## src/hdl/dnd_pkg.sv

```systemverilog
// Shared types, codes and constants of the DNS name decompressor.
// Depends on nothing; the walker, output register, top level and testbench import it.
`default_nettype none

package dnd_pkg;

    localparam int DEF_BUF_DEPTH      = 1024;
    localparam int DEF_MAX_NAME_CHARS = 255;

    localparam logic [1:0] PTR_TAG  = 2'b11;
    localparam logic [7:0] DOT_CHAR = 8'h2E;

    localparam logic MODE_WRITE  = 1'b0;
    localparam logic MODE_DECODE = 1'b1;

    typedef enum logic [2:0] {
        ERR_OK         = 3'd0,
        ERR_NO_INPUT   = 3'd1,
        ERR_BAD_HEADER = 3'd2,
        ERR_BAD_PTR    = 3'd3,
        ERR_OVERRUN    = 3'd4,
        ERR_EMPTY      = 3'd5,
        ERR_TOO_LONG   = 3'd6
    } dnd_err_t;

    typedef enum logic [2:0] {
        ST_IDLE,
        ST_LEN,
        ST_PTR,
        ST_LABEL,
        ST_EMIT,
        ST_OUT,
        ST_FINAL
    } dnd_state_t;

    typedef struct packed {
        logic        mode;
        logic [9:0]  address;
        logic [7:0]  data_byte;
        logic [10:0] packet_length;
    } dnd_req_t;

    typedef struct packed {
        logic [63:0] name_chars;
        logic [3:0]  char_count;
        logic        last;
        logic [10:0] end_position;
        logic [2:0]  error_code;
    } dnd_res_t;

    typedef struct packed {
        logic     load;
        dnd_res_t res;
    } dnd_res_load_t;

endpackage

`default_nettype wire

```

## src/hdl/dnd_out_reg.sv

```systemverilog
// Result output register that parts the walker from the result receiver.
// Depends on dnd_pkg for the result types.
`default_nettype none

module dnd_out_reg (
    input  wire logic                  clk,
    input  wire logic                  rst_n,
    input  wire dnd_pkg::dnd_res_load_t res_load,
    output      logic                  res_free,
    output      logic                  res_valid,
    input  wire logic                  res_stall,
    output      dnd_pkg::dnd_res_t     res_data
);

    import dnd_pkg::*;

    logic     valid_reg;
    dnd_res_t data_reg;

    // hold a result until the receiver takes it
    assign res_free  = !valid_reg || !res_stall;
    assign res_valid = valid_reg;
    assign res_data  = data_reg;

    always_ff @(posedge clk or negedge rst_n)
    begin
        if (!rst_n)
        begin
            valid_reg <= 1'b0;
        end
        else if (res_load.load)
        begin
            valid_reg <= 1'b1;
        end
        else if (!res_stall)
        begin
            valid_reg <= 1'b0;
        end
    end

    always_ff @(posedge clk)
    begin
        if (res_load.load)
        begin
            data_reg <= res_load.res;
        end
    end

endmodule

`default_nettype wire

```

## config.mk

```make
export PLATFORM = sky130hd
export DESIGN_NAME = dnd_out_reg
export DESIGN_NICKNAME = d
export VERILOG_FILES = /design/src/hdl/dnd_pkg.sv /design/src/hdl/dnd_out_reg.sv
export SDC_FILE = /design/constraint.sdc
export NUM_CORES = 1
export LEC_CHECK = 0
export BUFFER_PORTS_ARGS = -buffer_cell sky130_fd_sc_hd__buf_2
export CAP_MARGIN = 20
export CORE_MARGIN = 2
export CORE_UTILIZATION = 33
export CTS_BUF_LIST = sky130_fd_sc_hd__clkbuf_8
export DETAILED_ROUTE_END_ITERATION = 7
export GPL_TIMING_DRIVEN = 0
export PLACE_DENSITY = 0.69
export SETUP_SLACK_MARGIN = 0.5
export SLEW_MARGIN = 10
export SYNTH_ARGS = -nofsm -noshare
export SYNTH_HDL_FRONTEND = slang
export SYNTH_SLANG_ARGS = --single-unit
```

## constraint.sdc

```tcl
create_clock -name clk -period 0.8 [get_ports clk]
set_clock_uncertainty 0.05 [all_clocks]
set_input_delay 0.04 -clock clk [delete_from_list [all_inputs] [get_ports clk]]
set_output_delay 0.04 -clock clk [all_outputs]
set_load 0.02 [all_outputs]
```

* Word-level counts from Yosys, hierarchy flattened
Index checks and enable logic that the tools add are counted.
** Storage, ports and cells
- Bits in registers :: 84
- Bits of input ports :: 87
- Output and inout port bits :: 85
- Logic and storage cells :: 12
** Cells by class
- Equal/unequal tests :: 1
- Muxes and demuxes :: 2
- Reduce and logical (&&, ||, !) cells :: 3
** Operators by type and width (number)
- $logic_not 1->1 :: 2
- $mux 1 :: 2
- $ne 2x2->1 const B :: 1
- $logic_or 1x1->1 :: 1

* Depth between registers and ports, before layout
- Word-level depth :: 2
- Mapped depth :: 1
- Gate-level depth less buffers :: 1

* Least setup slack after synthesis
OpenSTA, ideal clock, no wires.
- Path type :: register to register
- From :: register, netlist name res_valid
- To :: register valid_reg (netlist: res_valid)
- Library setup time :: 118 ps
- Arrival :: 615 ps
- Required time :: 632 ps
- Setup slack :: 17 ps
- Cell stages (with the launch flop) :: 2
- Path buffers :: 0
- Period minus slack after synthesis :: 783 ps
- Cells stage by stage :: dfrtp_1 > a21o_1
** RTL lines
- end signal: assignment :: line dnd_out_reg.sv:29 : valid_reg <= 1'b0;
- end signal: assignment :: line dnd_out_reg.sv:33 : valid_reg <= 1'b1;
- end signal: assignment :: line dnd_out_reg.sv:37 : valid_reg <= 1'b0;
- end: declaration :: line dnd_out_reg.sv:17 : logic valid_reg;

* Worst setup path after layout
- From :: register valid_reg (netlist: res_valid)
- To :: output res_free
** Between the ends
- Longest elaborated chain between the ends :: 2
** Ends and longest elaborated chain
- $logic_not 1->1 :: line dnd_out_reg.sv:21 : assign res_free = !valid_reg || !res_stall;
- $logic_or 1x1->1 :: line dnd_out_reg.sv:21
- end: declaration :: line dnd_out_reg.sv:9 : output logic res_free,
No other way between the ends.

==> reports/results.tsv <==
stage	metric	value	unit
worst_hold_path	Endpoint, Worst Hold	res_data[43]$_DFFE_PP_	
global_routing	global route overflow	0	
cells_and_area	# fillers	535	
cells_and_area	Layout Cells excl Fill	389	
detailed_routing	DRC Markers	0	
logic_synthesis	Cell Area, Synth	2530	µm²
timing	Relative slew margins	92.2	%
floorplan	width of the die	91.5	µm
global_routing	first-pass GRT wire length	8.98	mm
clock_tree	CTS Buf Count	9	
cells_and_area	ant diodes	0	
logic_synthesis	Synth area leaders	edfxtp_1, dfrtp_1, a21o_1	
global_routing	total track usage	14.9	%
setup_path	Reg2Reg Launch Point	res_valid$_DFFE_PN0P_	
floorplan	row count	31	
setup_path	Startpoint Class	flop	
global_routing	number of global-route vias before repair	1762	
setup_path	family with the most delay on the worst path	flip-flops	
cells_and_area	Final Instance Area	4490	µm²
timing	Hold Fails Final Rpt	102	
logic_synthesis	Yosys reg bits	84	
timing	Final min period	1.02	ns
setup_path	Crit path arrival time	0.93	ns
setup_path	Worst Path Buf+Inv	1	
worst_hold_path	Hold Path Cell Cnt	1	
place	gpl congestion	0.705	
detailed_routing	Vias/cell	4.17	
setup_path	Worst R2R End	res_valid$_DFFE_PN0P_	
logic_synthesis	Synth Instances	86	
setup_path	CP peak stage delay	0.42	ns
detailed_routing	Routed wire per std cell	15.8	µm
logic_synthesis	synthesized area per cell	29.4	µm²
clock_tree	CTS tree	done	
logic_synthesis	Syn Nets	173	
detailed_routing	drt pass-1 iters	4	
timing	Final setup viols	85	
floorplan	Initial Util	34.5	%
cells_and_area	multi-input logic area	13.8	µm²
floorplan	die area	8380	µm²
status	outcome	finished, violations left	
detailed_routing	number of DRC markers in iteration 0	53	
floorplan	I/O pin total	172	
setup_path	reg2reg path depth	1	
global_routing	largest net degree at the start of global routing	19	
worst_hold_path	HP Start	res_load[43]	
global_routing	initial antenna violation count	1	
cells_and_area	Register Area	2520	µm²
clock_tree	clk buf depth	2	
status	failing checks	hold timing, setup timing	
clock_tree	hold-fix buffers at CTS	1	
setup_path	cell chain of the critical path	nand2_2 > buf_6	
floorplan	core area	7330	µm²
power	Pleak	1.92	nW
timing	fmax	980	MHz
logic_synthesis	Synth cell types	4	
detailed_routing	total wire length	6.14	mm
job	maxcap violations	0	
detailed_routing	ANT nets after route	0	
logic_synthesis	Ys Warns	0	
setup_path	Worst path slowest cell	dfrtp_2	
setup_path	critical path class	reg2out	
cells_and_area	nets	372	
timing	final worst slack	-0.220	ns
clock_tree	Worst-Skew Late Latency	0.33	ns
setup_path	CP required	0.71	ns
timing	RSZ-0062 raised after global routing	true	
logic_synthesis	Synth area leader	edfxtp_1	
setup_path	Worst Path Max Fanout	3	
setup_path	Reg2Reg Setup Slack	0.05	ns
clock_tree	Worst-path clk slew	0.08	ns
worst_hold_path	HP Class	in2reg	
clock_tree	CTS Root Cell	clkbuf_8	
setup_path	CP Capture Type	output pin	
cells_and_area	P&R area growth vs syn	77.7	%
timing	slew of the pin with the lowest slew margin	0.117	ns
power	Pwr per Cell Area	2190	nW/µm²
floorplan	Die Ht	91.5	µm
timing	max-slew violation count	0	
logic_synthesis	sequential share of the synthesized area	99.6	%
place	dpl cells	357	
place	Area after DPL	3540	µm²
power	VDD IR max	0.00131	V
clock_tree	H-tree Lvls	3	
timing	fin crit share	127	%
place	Port Buffers	171	
cells_and_area	layout cells sized above 1	70.3	%
clock_tree	Sink Count	84	
timing	WHS	-0.182	ns
logic_synthesis	top cell type's share of synthesized area	98.6	%
detailed_routing	via count	1622	
-- per-stage QoR --
step	power [mW]	TNS, ns	worst slack, ns	utilization, %
final	9.83	-13.58	-0.220	61.3
after floorplan	5.88	0	0.0372	-
after CTS	9.73	-15.44	-0.241	57.8
after detailed placement	6.49	-19.04	-0.344	48.3
after global routing	10.2	-17.74	-0.268	61.3
after global placement	6.46	-82.96	-0.995	47.9
-- report_power, final --
group	internal (mW)	total, mW	switching, mW
logic	0.841	1.60	0.758
registers	5.22	5.35	0.131
clock network	1.42	2.88	1.45
total	7.49	9.83	2.34
-- flip-flops by register name, indices dropped and copies added, names as in the netlist --
| signal | flops |
|---|---|
| res_valid | 1 |
| res_data | 83 |
-- synth_stat cells --
| library cell | count |
|---|---|
| a21o_1 | 1 |
| edfxtp_1 | 83 |
| dfrtp_1 | 1 |
| nand2_1 | 1 |
-- kinds of logic after synthesis --
group / count (synthesis) / synth area share, %
flip-flops: 84 / 99.6
AND/OR/NAND/NOR: 1 / 0.148
AO/OA/AOI/OAI: 1 / 0.297
-- cells in the final DEF (no fill, tap or decap) --
cell type and instances:
a21o_1 1, buf_12 6, buf_16 10, buf_2 113
buf_6 57, bufbuf_16 1, bufinv_16 1, clkbuf_8 9
clkinv_1 1, clkinv_2 2, clkinv_4 1, clkinvlp_4 2
dfrtp_2 1, dlygate4sd3_1 1, edfxtp_1 83, nand2_2 1
-- layout make-up --
cell class | instances | area share [%]
Clock inverter | 7 | 1.50
Clock buffer | 9 | 2.76
Tap cell | 99 | 2.76
Sequential cell | 84 | 56.1
Multi-Input combinational cell | 2 | 0.306
Timing Repair Buffer | 188 | 36.6
-- per-layer routing --
metal  up-vias  track usage, %  share of wire [%]
li1        747               -                  -
met1       746            16.8                 37
met2       116            22.9                 49
met3        11            7.39                 11
met4         2            8.21                2.2
met5         -               0               0.20
-- how the worst max path moves through the flow --
stage	from	slack [ns]	cells after the start	endpoint
2_1_floorplan	res_valid$_DFFE_PN0P_	0.04	1	res_valid$_DFFE_PN0P_
3_3_place_gp	res_load[83]	-1.0	1	res_data[7]$_DFFE_PP_
3_5_place_dp	res_load[83]	-0.34	2	res_data[7]$_DFFE_PP_
4_1_cts	res_valid$_DFFE_PN0P_	-0.24	2	res_free
5_1_grt	res_valid$_DFFE_PN0P_	-0.27	2	res_free
6_report	res_valid$_DFFE_PN0P_	-0.22	2	res_free
-- what timing repair did --
item / 4_1_cts / 5_1_grt
gates resized for setup: 45 / 82
setup endpoints to repair: 169 / 135
cloned: 9 / 0
setup buffers: 6 / 0
pin swaps: 1 / 0
hold endpoints to repair: 102 / 103
Note: power is estimated with default switching activity, not from simulation.
