`config.mk`:
```
export PLATFORM = sky130hd
export DESIGN_NAME = dnd_walker
export DESIGN_NICKNAME = d
export VERILOG_FILES = /design/src/hdl/dnd_pkg.sv /design/src/hdl/dnd_walker.sv
export SDC_FILE = /design/constraint.sdc
export NUM_CORES = 1
export LEC_CHECK = 0
export BUFFER_PORTS_ARGS = -buffer_cell sky130_fd_sc_hd__clkbuf_2
export CAP_MARGIN = 10
export CORE_MARGIN = 4
export CORE_UTILIZATION = 50
export DETAILED_ROUTE_END_ITERATION = 8
export PLACE_DENSITY = 0.78
export SYNTH_ARGS = -nofsm -noshare
export SYNTH_HDL_FRONTEND = slang
export SYNTH_SLANG_ARGS = --single-unit
```
`constraint.sdc`:
```
create_clock -name clk -period 9.2 [get_ports clk]
set_input_delay 1.38 -clock clk [delete_from_list [all_inputs] [get_ports clk]]
set_output_delay 1.38 -clock clk [all_outputs]
set_load 0.02 [all_outputs]
```
`src/hdl/dnd_pkg.sv`:
```
// Shared types, codes and constants of the DNS name decompressor.
// Depends on nothing; the walker, output register, top level and testbench import it.
`default_nettype none

package dnd_pkg;

    localparam int DEF_BUF_DEPTH      = 1024;
    localparam int DEF_MAX_NAME_CHARS = 255;

    localparam logic [1:0] PTR_TAG  = 2'b11;
    localparam logic [7:0] DOT_CHAR = 8'h2E;

    localparam logic MODE_WRITE  = 1'b0;
    localparam logic MODE_DECODE = 1'b1;

    typedef enum logic [2:0] {
        ERR_OK         = 3'd0,
        ERR_NO_INPUT   = 3'd1,
        ERR_BAD_HEADER = 3'd2,
        ERR_BAD_PTR    = 3'd3,
        ERR_OVERRUN    = 3'd4,
        ERR_EMPTY      = 3'd5,
        ERR_TOO_LONG   = 3'd6
    } dnd_err_t;

    typedef enum logic [2:0] {
        ST_IDLE,
        ST_LEN,
        ST_PTR,
        ST_LABEL,
        ST_EMIT,
        ST_OUT,
        ST_FINAL
    } dnd_state_t;

    typedef struct packed {
        logic        mode;
        logic [9:0]  address;
        logic [7:0]  data_byte;
        logic [10:0] packet_length;
    } dnd_req_t;

    typedef struct packed {
        logic [63:0] name_chars;
        logic [3:0]  char_count;
        logic        last;
        logic [10:0] end_position;
        logic [2:0]  error_code;
    } dnd_res_t;

    typedef struct packed {
        logic     load;
        dnd_res_t res;
    } dnd_res_load_t;

endpackage

`default_nettype wire

```
`src/hdl/dnd_walker.sv`:
```
// Name walker: loads the packet buffer, walks labels and pointers, fills the
// name buffer and streams chunks. Depends on dnd_pkg.
`default_nettype none

module dnd_walker #(
    parameter int BUF_DEPTH      = 1024,
    parameter int MAX_NAME_CHARS = 255,
    parameter int AW             = $clog2(BUF_DEPTH),
    parameter int NIW            = $clog2(MAX_NAME_CHARS)
) (
    input  wire logic                   clk,
    input  wire logic                   rst_n,
    input  wire logic                   req_valid,
    output      logic                   req_stall,
    input  wire dnd_pkg::dnd_req_t      req_data,
    output      logic                   pkt_we,
    output      logic [AW-1:0]          pkt_waddr,
    output      logic [7:0]             pkt_wdata,
    output      logic                   pkt_re,
    output      logic [AW-1:0]          pkt_raddr,
    input  wire logic [7:0]             pkt_rdata,
    output      logic                   name_we,
    output      logic [NIW-1:0]         name_waddr,
    output      logic [7:0]             name_wdata,
    output      logic                   name_re,
    output      logic [NIW-1:0]         name_raddr,
    input  wire logic [7:0]             name_rdata,
    input  wire logic                   res_free,
    output      dnd_pkg::dnd_res_load_t res_load
);

    import dnd_pkg::*;

    localparam int PW  = (AW + 1 > 7) ? AW + 1 : 7;
    localparam int LW  = $clog2(MAX_NAME_CHARS + 1);
    localparam int LW1 = LW + 1;

    dnd_state_t     state_reg, state_next;
    logic [PW-1:0]  cur_reg, cur_next;
    logic [PW-1:0]  lowest_reg, lowest_next;
    logic [PW-1:0]  plen_reg, plen_next;
    logic [PW-1:0]  pos_reg, pos_next;
    logic           jumped_reg, jumped_next;
    logic [LW-1:0]  len_reg, len_next;
    logic [5:0]     cnt_reg, cnt_next;
    logic [5:0]     hi_reg, hi_next;
    logic [LW-1:0]  ridx_reg, ridx_next;
    logic [63:0]    chunk_reg, chunk_next;
    dnd_err_t       err_reg, err_next;

    logic           accept;
    logic           dec_start;
    logic [PW-1:0]  plen_in;
    logic           start_bad;
    logic [5:0]     b6;
    logic           is_end, is_ptr, is_bad;
    logic [PW-1:0]  cur_inc;
    logic           ptr_short;
    logic [PW-1:0]  label_end;
    logic           overrun;
    logic [LW1-1:0] len_add;
    logic           too_long;
    logic [13:0]    tgt;
    logic           tgt_bad;
    logic [LW-1:0]  ridx_inc;
    logic           name_last;
    logic           chunk_end;

    assign req_stall = (state_reg != ST_IDLE);
    assign accept    = req_valid && !req_stall;
    assign dec_start = accept && (req_data.mode == MODE_DECODE);

    // clamp the packet length to the buffer
    assign plen_in   = (32'(req_data.packet_length) > BUF_DEPTH) ? PW'(BUF_DEPTH)
                                                               : PW'(req_data.packet_length);
    assign start_bad = 32'(req_data.address) >= 32'(plen_in);

    assign b6        = pkt_rdata[5:0];
    assign is_end    = (pkt_rdata == 8'h00);
    assign is_ptr    = (pkt_rdata[7:6] == PTR_TAG);
    assign is_bad    = (pkt_rdata[7:6] != PTR_TAG) && (pkt_rdata[7:6] != 2'b00);
    assign cur_inc   = cur_reg + PW'(1);
    assign ptr_short = (cur_inc >= plen_reg);
    assign label_end = cur_reg + PW'(b6) + PW'(1);
    assign overrun   = (label_end >= plen_reg);
    assign len_add   = LW1'(len_reg) + LW1'(b6) + LW1'(len_reg != '0);
    assign too_long  = 32'(len_add) > MAX_NAME_CHARS;
    assign tgt       = {hi_reg, pkt_rdata};
    assign tgt_bad   = 32'(tgt) >= 32'(lowest_reg);
    assign ridx_inc  = ridx_reg + LW'(1);
    assign name_last = (ridx_inc == len_reg);
    assign chunk_end = (ridx_reg[2:0] == 3'd7) || name_last;

    // next state
    always_comb
    begin
        state_next = state_reg;
        unique case (state_reg)
            ST_IDLE:
            begin
                if (dec_start)
                begin
                    state_next = start_bad ? ST_FINAL : ST_LEN;
                end
            end
            ST_LEN:
            begin
                if (is_end)
                begin
                    state_next = (len_reg == '0) ? ST_FINAL : ST_EMIT;
                end
                else if (is_bad)
                begin
                    state_next = ST_FINAL;
                end
                else if (is_ptr)
                begin
                    state_next = ptr_short ? ST_FINAL : ST_PTR;
                end
                else
                begin
                    state_next = (overrun || too_long) ? ST_FINAL : ST_LABEL;
                end
            end
            ST_PTR:
            begin
                state_next = tgt_bad ? ST_FINAL : ST_LEN;
            end
            ST_LABEL:
            begin
                if (cnt_reg == 6'd1)
                begin
                    state_next = ST_LEN;
                end
            end
            ST_EMIT:
            begin
                if (chunk_end)
                begin
                    state_next = ST_OUT;
                end
            end
            ST_OUT:
            begin
                if (res_free)
                begin
                    state_next = name_last ? ST_FINAL : ST_EMIT;
                end
            end
            ST_FINAL:
            begin
                if (res_free)
                begin
                    state_next = ST_IDLE;
                end
            end
            default:
            begin
                state_next = ST_IDLE;
            end
        endcase
    end

    // memory ports and result loads
    always_comb
    begin
        pkt_we     = accept && (req_data.mode == MODE_WRITE)
                     && (32'(req_data.address) < BUF_DEPTH);
        pkt_waddr  = AW'(req_data.address);
        pkt_wdata  = req_data.data_byte;
        pkt_re     = 1'b0;
        pkt_raddr  = AW'(cur_inc);
        name_we    = 1'b0;
        name_waddr = NIW'(len_reg);
        name_wdata = pkt_rdata;
        name_re    = 1'b0;
        name_raddr = NIW'(ridx_inc);
        res_load   = '0;
        unique case (state_reg)
            ST_IDLE:
            begin
                pkt_re    = dec_start && !start_bad;
                pkt_raddr = AW'(req_data.address);
            end
            ST_LEN:
            begin
                if (is_end)
                begin
                    name_re    = (len_reg != '0);
                    name_raddr = '0;
                end
                else if (is_ptr)
                begin
                    pkt_re = !ptr_short;
                end
                else if (!is_bad)
                begin
                    pkt_re     = !(overrun || too_long);
                    name_we    = !(overrun || too_long) && (len_reg != '0);
                    name_wdata = DOT_CHAR;
                end
            end
            ST_PTR:
            begin
                pkt_re    = !tgt_bad;
                pkt_raddr = AW'(tgt);
            end
            ST_LABEL:
            begin
                pkt_re  = 1'b1;
                name_we = 1'b1;
            end
            ST_EMIT:
            begin
                name_re = !chunk_end;
            end
            ST_OUT:
            begin
                name_re                 = res_free && !name_last;
                res_load.load           = res_free;
                res_load.res.name_chars = chunk_reg;
                res_load.res.char_count = 4'(ridx_reg[2:0]) + 4'd1;
            end
            ST_FINAL:
            begin
                res_load.load             = res_free;
                res_load.res.last         = 1'b1;
                res_load.res.error_code   = err_reg;
                res_load.res.end_position = (err_reg == ERR_OK) ? 11'(cur_pos_end(pos_reg)) : '0;
            end
            default:
            begin
                pkt_re = 1'b0;
            end
        endcase
    end

    function automatic logic [PW-1:0] cur_pos_end(input logic [PW-1:0] p);
        cur_pos_end = p + PW'(1);
    endfunction

    // walk registers
    always_comb
    begin
        cur_next    = cur_reg;
        lowest_next = lowest_reg;
        plen_next   = plen_reg;
        pos_next    = pos_reg;
        jumped_next = jumped_reg;
        len_next    = len_reg;
        cnt_next    = cnt_reg;
        hi_next     = hi_reg;
        ridx_next   = ridx_reg;
        chunk_next  = chunk_reg;
        err_next    = err_reg;
        case (state_reg)
            ST_IDLE:
            begin
                if (dec_start)
                begin
                    cur_next    = PW'(req_data.address);
                    pos_next    = PW'(req_data.address);
                    plen_next   = plen_in;
                    lowest_next = plen_in;
                    jumped_next = 1'b0;
                    len_next    = '0;
                    err_next    = start_bad ? ERR_NO_INPUT : ERR_OK;
                end
            end
            ST_LEN:
            begin
                if (is_end)
                begin
                    ridx_next  = '0;
                    chunk_next = '0;
                    if (len_reg == '0)
                    begin
                        err_next = ERR_EMPTY;
                    end
                end
                else if (is_bad)
                begin
                    err_next = ERR_BAD_HEADER;
                end
                else if (is_ptr)
                begin
                    if (ptr_short)
                    begin
                        err_next = ERR_BAD_HEADER;
                    end
                    else
                    begin
                        hi_next = b6;
                        if (!jumped_reg)
                        begin
                            pos_next    = cur_inc;
                            jumped_next = 1'b1;
                        end
                    end
                end
                else if (overrun)
                begin
                    err_next = ERR_OVERRUN;
                end
                else if (too_long)
                begin
                    err_next = ERR_TOO_LONG;
                end
                else
                begin
                    cnt_next = b6;
                    cur_next = cur_inc;
                    if (len_reg != '0)
                    begin
                        len_next = len_reg + LW'(1);
                    end
                end
            end
            ST_PTR:
            begin
                if (tgt_bad)
                begin
                    err_next = ERR_BAD_PTR;
                end
                else
                begin
                    cur_next    = PW'(tgt);
                    lowest_next = PW'(tgt);
                end
            end
            ST_LABEL:
            begin
                len_next = len_reg + LW'(1);
                cnt_next = cnt_reg - 6'd1;
                cur_next = cur_inc;
                if ((cnt_reg == 6'd1) && !jumped_reg)
                begin
                    pos_next = cur_inc;
                end
            end
            ST_EMIT:
            begin
                chunk_next[{ridx_reg[2:0], 3'b000} +: 8] = name_rdata;
                if (!chunk_end)
                begin
                    ridx_next = ridx_inc;
                end
            end
            ST_OUT:
            begin
                if (res_free)
                begin
                    chunk_next = '0;
                    if (!name_last)
                    begin
                        ridx_next = ridx_inc;
                    end
                end
            end
            default:
            begin
                err_next = err_reg;
            end
        endcase
    end

    always_ff @(posedge clk or negedge rst_n)
    begin
        if (!rst_n)
        begin
            state_reg  <= ST_IDLE;
            cur_reg    <= '0;
            lowest_reg <= '0;
            plen_reg   <= '0;
            pos_reg    <= '0;
            jumped_reg <= 1'b0;
            len_reg    <= '0;
            cnt_reg    <= '0;
            hi_reg     <= '0;
            ridx_reg   <= '0;
            chunk_reg  <= '0;
            err_reg    <= ERR_OK;
        end
        else
        begin
            state_reg  <= state_next;
            cur_reg    <= cur_next;
            lowest_reg <= lowest_next;
            plen_reg   <= plen_next;
            pos_reg    <= pos_next;
            jumped_reg <= jumped_next;
            len_reg    <= len_next;
            cnt_reg    <= cnt_next;
            hi_reg     <= hi_next;
            ridx_reg   <= ridx_next;
            chunk_reg  <= chunk_next;
            err_reg    <= err_next;
        end
    end

`ifndef SYNTHESIS
    a_load_when_free: assert property (@(posedge clk) disable iff (!rst_n)
        res_load.load |-> res_free)
        else $error("result loaded while output register is still held");

    a_len_bound: assert property (@(posedge clk) disable iff (!rst_n)
        32'(len_reg) <= MAX_NAME_CHARS)
        else $error("name length passed the limit");

    a_label_count: assert property (@(posedge clk) disable iff (!rst_n)
        (state_reg == ST_LABEL) |-> (cnt_reg != 6'd0))
        else $error("label copy running with no bytes left");

    a_lowest_bound: assert property (@(posedge clk) disable iff (!rst_n)
        (state_reg != ST_IDLE) |-> (lowest_reg <= plen_reg))
        else $error("pointer floor above packet length");

    a_final_after_emit: assert property (@(posedge clk) disable iff (!rst_n)
        ((state_reg == ST_OUT) && res_free && name_last) |=> (state_reg == ST_FINAL))
        else $error("last chunk not followed by the final result");
`endif

endmodule

`default_nettype wire

```
* Word-level counts from Yosys, hierarchy flattened
Index checks and enable logic that the tools add are counted.
Widths: inputs -> output; s select.
** Operators by class
- Shift-type cells :: 2
- $add $sub $neg :: 11
- Reduce and logical (&&, ||, !) cells :: 45
- Multiplexer cells :: 94
- Bitwise logic cells :: 4
- Equal/unequal tests :: 34
- Order comparisons :: 6
** Operators by type and width (count)
- $pmux 64 s3 :: 1
- $mux 11 :: 16
- $mux 8 :: 17
- $mux 64 :: 2
- $mux 68 :: 1
- $bwmux 64 :: 1
- $shift 8x8->64 const A :: 1
- $shiftx 8x8->64 :: 1
- $mux 3 :: 21
- $pmux 8 s3 :: 2
- $pmux 11 s4 :: 1
- $ne 2x2->1 const B :: 21
- $add 11x1->11 const B :: 3
- $pmux 11 s3 :: 1
- $mux 6 :: 5
- $reduce_and 8->1 :: 3
- $ge 11x11->1 :: 2
- $pmux 11 s2 :: 1
- $pmux 3 s7 :: 1
- $pmux 10 s2 :: 1
- $reduce_and 6->1 :: 3
- $add 8x1->8 const B :: 2
- $logic_not 8->1 :: 2
- $mux 15 :: 1
- 39 further kinds :: 86
** Word-level totals
- Flip-flop bits (word level) :: 143
- Input bits :: 50
- Word-level logic and storage cells :: 208
- Output and inout bits :: 141

* Depth between registers and ports, before layout
- Depth in word-level cells :: 10
- Depth in mapped cells :: 21
- Mapped depth without buffers :: 19

* Worst setup path after synthesis
OpenSTA, ideal clock, no wires.
- Path type :: input to output
- Start :: input port pkt_rdata[0]
- End :: output port name_we
- Setup slack :: 3.304 ns
- Stages on the path :: 19
- Buffers on the path :: 0
- Required time :: 7.820 ns
- Arrival :: 4.516 ns
- Cells stage by stage :: inv_1 > ha_1 > inv_1 > fa_1 > nand2_1 > nand2_1 > a21oi_1 > o21ai_0 > a21oi_1 > nor2_1 > xor2_1 > ha_1 > a211oi_1 > nand2_1 > a31oi_1 > o21a_2 > a31oi_1 > nand2b_1 > nor2_1
** Between the ends
- Word-level cells in the longest chain between the ends :: 10
- Elaborated cells on any way between the ends :: 14
- Those cells by class :: 4 x add/sub; 2 x order compare; 4 x mux; 4 x reduce/logical
** RTL lines
- start, declared :: RTL line dnd_walker.sv:21 : input wire logic [7:0] pkt_rdata,
- $add 11x6->11 / $add 8x6->9 (equally long branches) :: RTL line dnd_walker.sv:84, dnd_walker.sv:86
- $add 11x1->11 / $add 9x1->9 (equally long branches) :: RTL line dnd_walker.sv:84, dnd_walker.sv:86
- $ge 11x11->1 / $gt 9x8->1 (equally long branches) :: RTL line dnd_walker.sv:85, dnd_walker.sv:87
- $logic_or 1x1->1 :: RTL line dnd_walker.sv:199 : name_we = !(overrun || too_long) && (len_reg != '0);
- $logic_not 1->1 :: RTL line dnd_walker.sv:199
- $logic_and 1x1->1 :: RTL line dnd_walker.sv:199
- $mux 1 :: RTL line dnd_walker.sv:196 : else if (!is_bad)
- $mux 1 :: RTL line dnd_walker.sv:192 : else if (is_ptr)
- $mux 1 (*) :: RTL line dnd_walker.sv:187 : if (is_end)
- $pmux 1 s2 (*) :: RTL line dnd_walker.sv:179 : unique case (state_reg)
- end, declared :: RTL line dnd_walker.sv:22 : output logic name_we,
Every way passes the cells marked *; elsewhere a longest branch is shown, timed or not.

* Worst setup path after layout
Same ends and word-level chain as after synthesis.

==> impl_metrics.json <==
{
  "power.leakage_nw": 5.70,
  "finalHoldViolations": 0,
  "synthAdderAreaFrac_pct": 9.42,
  "crit_top_cell": "nand2_1",
  "p_per_area_mw_per_mm2": 334,
  "largest_reg_flops": 64,
  "numCtsBuffers": 17,
  "layout-drive-gt1-share_pct": 22.4,
  "r2r_slack_ns": 4.40,
  "drv_slew": 0,
  "crit_type": "input pin to output pin",
  "syn_area_sq_mm": 0.00980,
  "wl_per_cell_microns": 20.4,
  "antenna_cells": 0,
  "tightest_slew_ns": 1.08,
  "overflow": 0,
  "grt.total_usage_pct": 27.5,
  "post-route-period-util_pct": 75.1,
  "ios": 191,
  "yosys.area_share.simple_pct": 19.9,
  "crit_path_end_kind": "output pin",
  "die_width_microns": 148,
  "synth_largest_area_cell": "dfrtp_1",
  "rows": 50,
  "crit_family": "compound AO/OA/AOI/OAI gates",
  "setup_viol": 0,
  "drt-pass1-iter-count": 5,
  "synth_nets": 1199,
  "cp_max_fo": 13,
  "ys_types": 80,
  "crit_path_max_incr_delay_ns": 0.40,
  "grt_max_degree": 78,
  "cp_num_buf_inv": 4,
  "synth_ff_type": "dfrtp_1",
  "layout_common_cells": "173 x clkbuf_2, 143 x dfrtp_1, 97 x nand2_1",
  "post-route-min-period_ns": 6.91,
  "fillers": 1719,
  "area_growth_pct": 15.3,
  "whs_path_depth": 2,
  "numPortBuffers": 174,
  "die-area_sq_mm": 0.0219,
  "synthArstFlopShare_pct": 100,
  "peakVddDrop_v": 0.000165,
  "status": "completed",
  "die_h_microns": 148,
  "final_nets": 1328,
  "place_congestion": 0.938,
  "synth-edff-count": 0,
  "synthCells": 1077,
  "hp-start": "plen_reg[9]",
  "timing.fmax_mhz": 145,
  "post-cts-setup-buffers": 0,
  "holdCritPathClass": "flip-flop to flip-flop",
  "clkTransAtPathRegs_ns": 0.07,
  "grt_antenna_before_repair": 0,
  "htreeDepth": 4,
  "cts-resized-gates": 0,
  "grt_pass1_wl_microns": 48000,
  "vias_per_cell": 6.08,
  "yosysWarningCount": 0,
  "clock_latency_ns": 0.44,
  "worstPathRequired_ns": 7.82,
  "hold_end": "plen_reg[9]",
  "slew_headroom_pct": 27.6,
  "path_cells": "clkbuf_2 > inv_1 > ha_1 > inv_1 > fa_1 > nand2_1 > nand2_1 > a21oi_1 > o21ai_0 > a21oi_1 > nor2_1 > xor2_1 > ha_1 > a211oi_1 > nand2_1 > a31oi_1 > o21a_2 > a31oi_1 > nand2b_1 > nor2_1 > clkbuf_2",
  "drc_errors": 0,
  "fin_skew_ns": 0.0188,
  "yosysSeqAreaShare_pct": 36.5,
  "r2r_cells": 19,
  "synthTopCellsByArea": "dfrtp_1 37%, ha_1 8.8%, a22o_1 6.0%, and3_1 5.1%, o21ai_0 4.1%",
  "r2r-start": "cur_reg[0]",
  "core_sq_mm": 0.0190,
  "cpMaxStageDelayCell": "fa_1",
  "clock_path_buffers": 2,
  "cts_hold_buf": 0,
  "synth_top_family_by_area": "simple AND/OR/NAND/NOR gates",
  "total_power_mw": 3.77,
  "synth.top_cell.area_share_pct": 36.5,
  "start_util_pct": 51.5,
  "ant_nets": 0,
  "r2r_end": "cur_reg[2]",
  "synth_mux_area_share_pct": 4.67,
  "clock_sinks": 143,
  "cts_root_buffer": "clkbuf_16",
  "start_kind": "input pin",
  "final.setup.tns_ns": 0,
  "synth_compound_area_share_pct": 19.7,
  "synthXorXnorAreaFrac_pct": 4.00,
  "cp_data_arrival_time_ns": 5.53,
  "dp_hpwl_microns": 21500,
  "maxCapViolations": 0,
  "first_global_vias": 8694,
  "drt_iter0_markers": 726,
  "rsz0062_at_grt": "false",
  "ys_ff_latch": 143,
  "wl_microns": 30100,
  "vias": 8997,
  "cts_tree": "done",
  "final_common_cell": "clkbuf_2",
  "avgSynthCellArea_sq_um": 9.10
}
[where the power goes]
part	internal (mW)	switching (mW)	total, mW	leakage (nW)
Sequential	0.832	0.199	1.03	1.90
Combinational	0.763	1.27	2.04	3.51
Clock	0.369	0.332	0.701	0.293
Total	1.96	1.81	3.77	5.70
[routing by layer]
layer	up-vias	routed length [microns]	global-route usage (%)
met1	4321	12700	37.3
li1	4115	-	-
met5	-	0	0
met3	96	2620	6.16
met2	465	13500	42.1
met4	0	1380	12.7
[cell type report]
type,instances,area [sq um],area share [%]
multi-input cells,807,5650,50.0
flip-flops and latches,143,3580,31.7
repair buffers,180,922,8.16
clock buffers,17,425,3.77
well taps,260,325,2.88
inverters,57,214,1.89
clock inverters,15,178,1.57
[worst min-delay path: stages, from the launching register on]
cell and delay [ns]:
dfrtp_1 0.34, nand2_1 0.04, o21ai_0 0.06
[synth_stat cells (3+ instances only)]
| cell | instances |
|---|---|
| nand2_1 | 97 |
| nand4_1 | 10 |
| and2_1 | 7 |
| xnor2_1 | 20 |
| buf_4 | 20 |
| or3_1 | 7 |
| o211ai_1 | 5 |
| mux2i_1 | 12 |
| a31oi_1 | 5 |
| o21ai_1 | 6 |
| nand2b_1 | 17 |
| a211oi_1 | 10 |
| inv_1 | 56 |
| a21boi_0 | 3 |
| nand3_1 | 26 |
| buf_1 | 9 |
| xnor3_1 | 3 |
| nor2_1 | 86 |
| a21oi_1 | 40 |
| dfrtp_1 | 143 |
| buf_2 | 8 |
| o21ai_0 | 80 |
| a22o_1 | 67 |
| mux2_2 | 18 |
| nor3b_1 | 3 |
| mux2_4 | 9 |
| a22oi_1 | 6 |
| nor2b_1 | 5 |
| and3_1 | 80 |
| o21ai_2 | 10 |
| o21a_1 | 5 |
| xor2_1 | 17 |
| a21o_1 | 5 |
| fa_1 | 3 |
| nor3_1 | 17 |
| ha_1 | 69 |
| nand3b_1 | 3 |
| clkbuf_1 | 32 |
| o22ai_1 | 8 |
[how the worst max path moves through the flow]
stage	depth (start not counted)	slack [ns]	startpoint	end
after detailed placement	21	2.39	pkt_rdata[0]	name_we
after global placement	21	2.54	pkt_rdata[0]	name_we
final	21	2.29	pkt_rdata[0]	name_we
after global routing	21	1.94	pkt_rdata[0]	name_we
after CTS	21	2.36	pkt_rdata[0]	name_we
after floorplan	19	3.30	pkt_rdata[0]	name_we
[kinds of logic after synthesis]
kind of cell | count (synthesis)
AND/OR/NAND/NOR | 379
multiplexers | 39
XOR/XNOR | 40
AO/OA/AOI/OAI | 277
adder cells (fa/ha/maj) | 72
buffers and inverters | 127
flip-flops | 143
[metrics by stage]
step	std cells	setup slack, ns	area [sq um]	hold slack, ns	utilization, %
after floorplan	1077	3.30	9800	0.450	-
after global placement	1447	2.54	10700	0.463	56.2
after detailed placement	1447	2.39	10700	0.471	56.2
after CTS	1479	2.36	11300	0.486	59.4
after global routing	1479	1.94	11300	0.503	59.4
final	1479	2.29	11300	0.477	59.4
(Power assumes the default switching activity.)
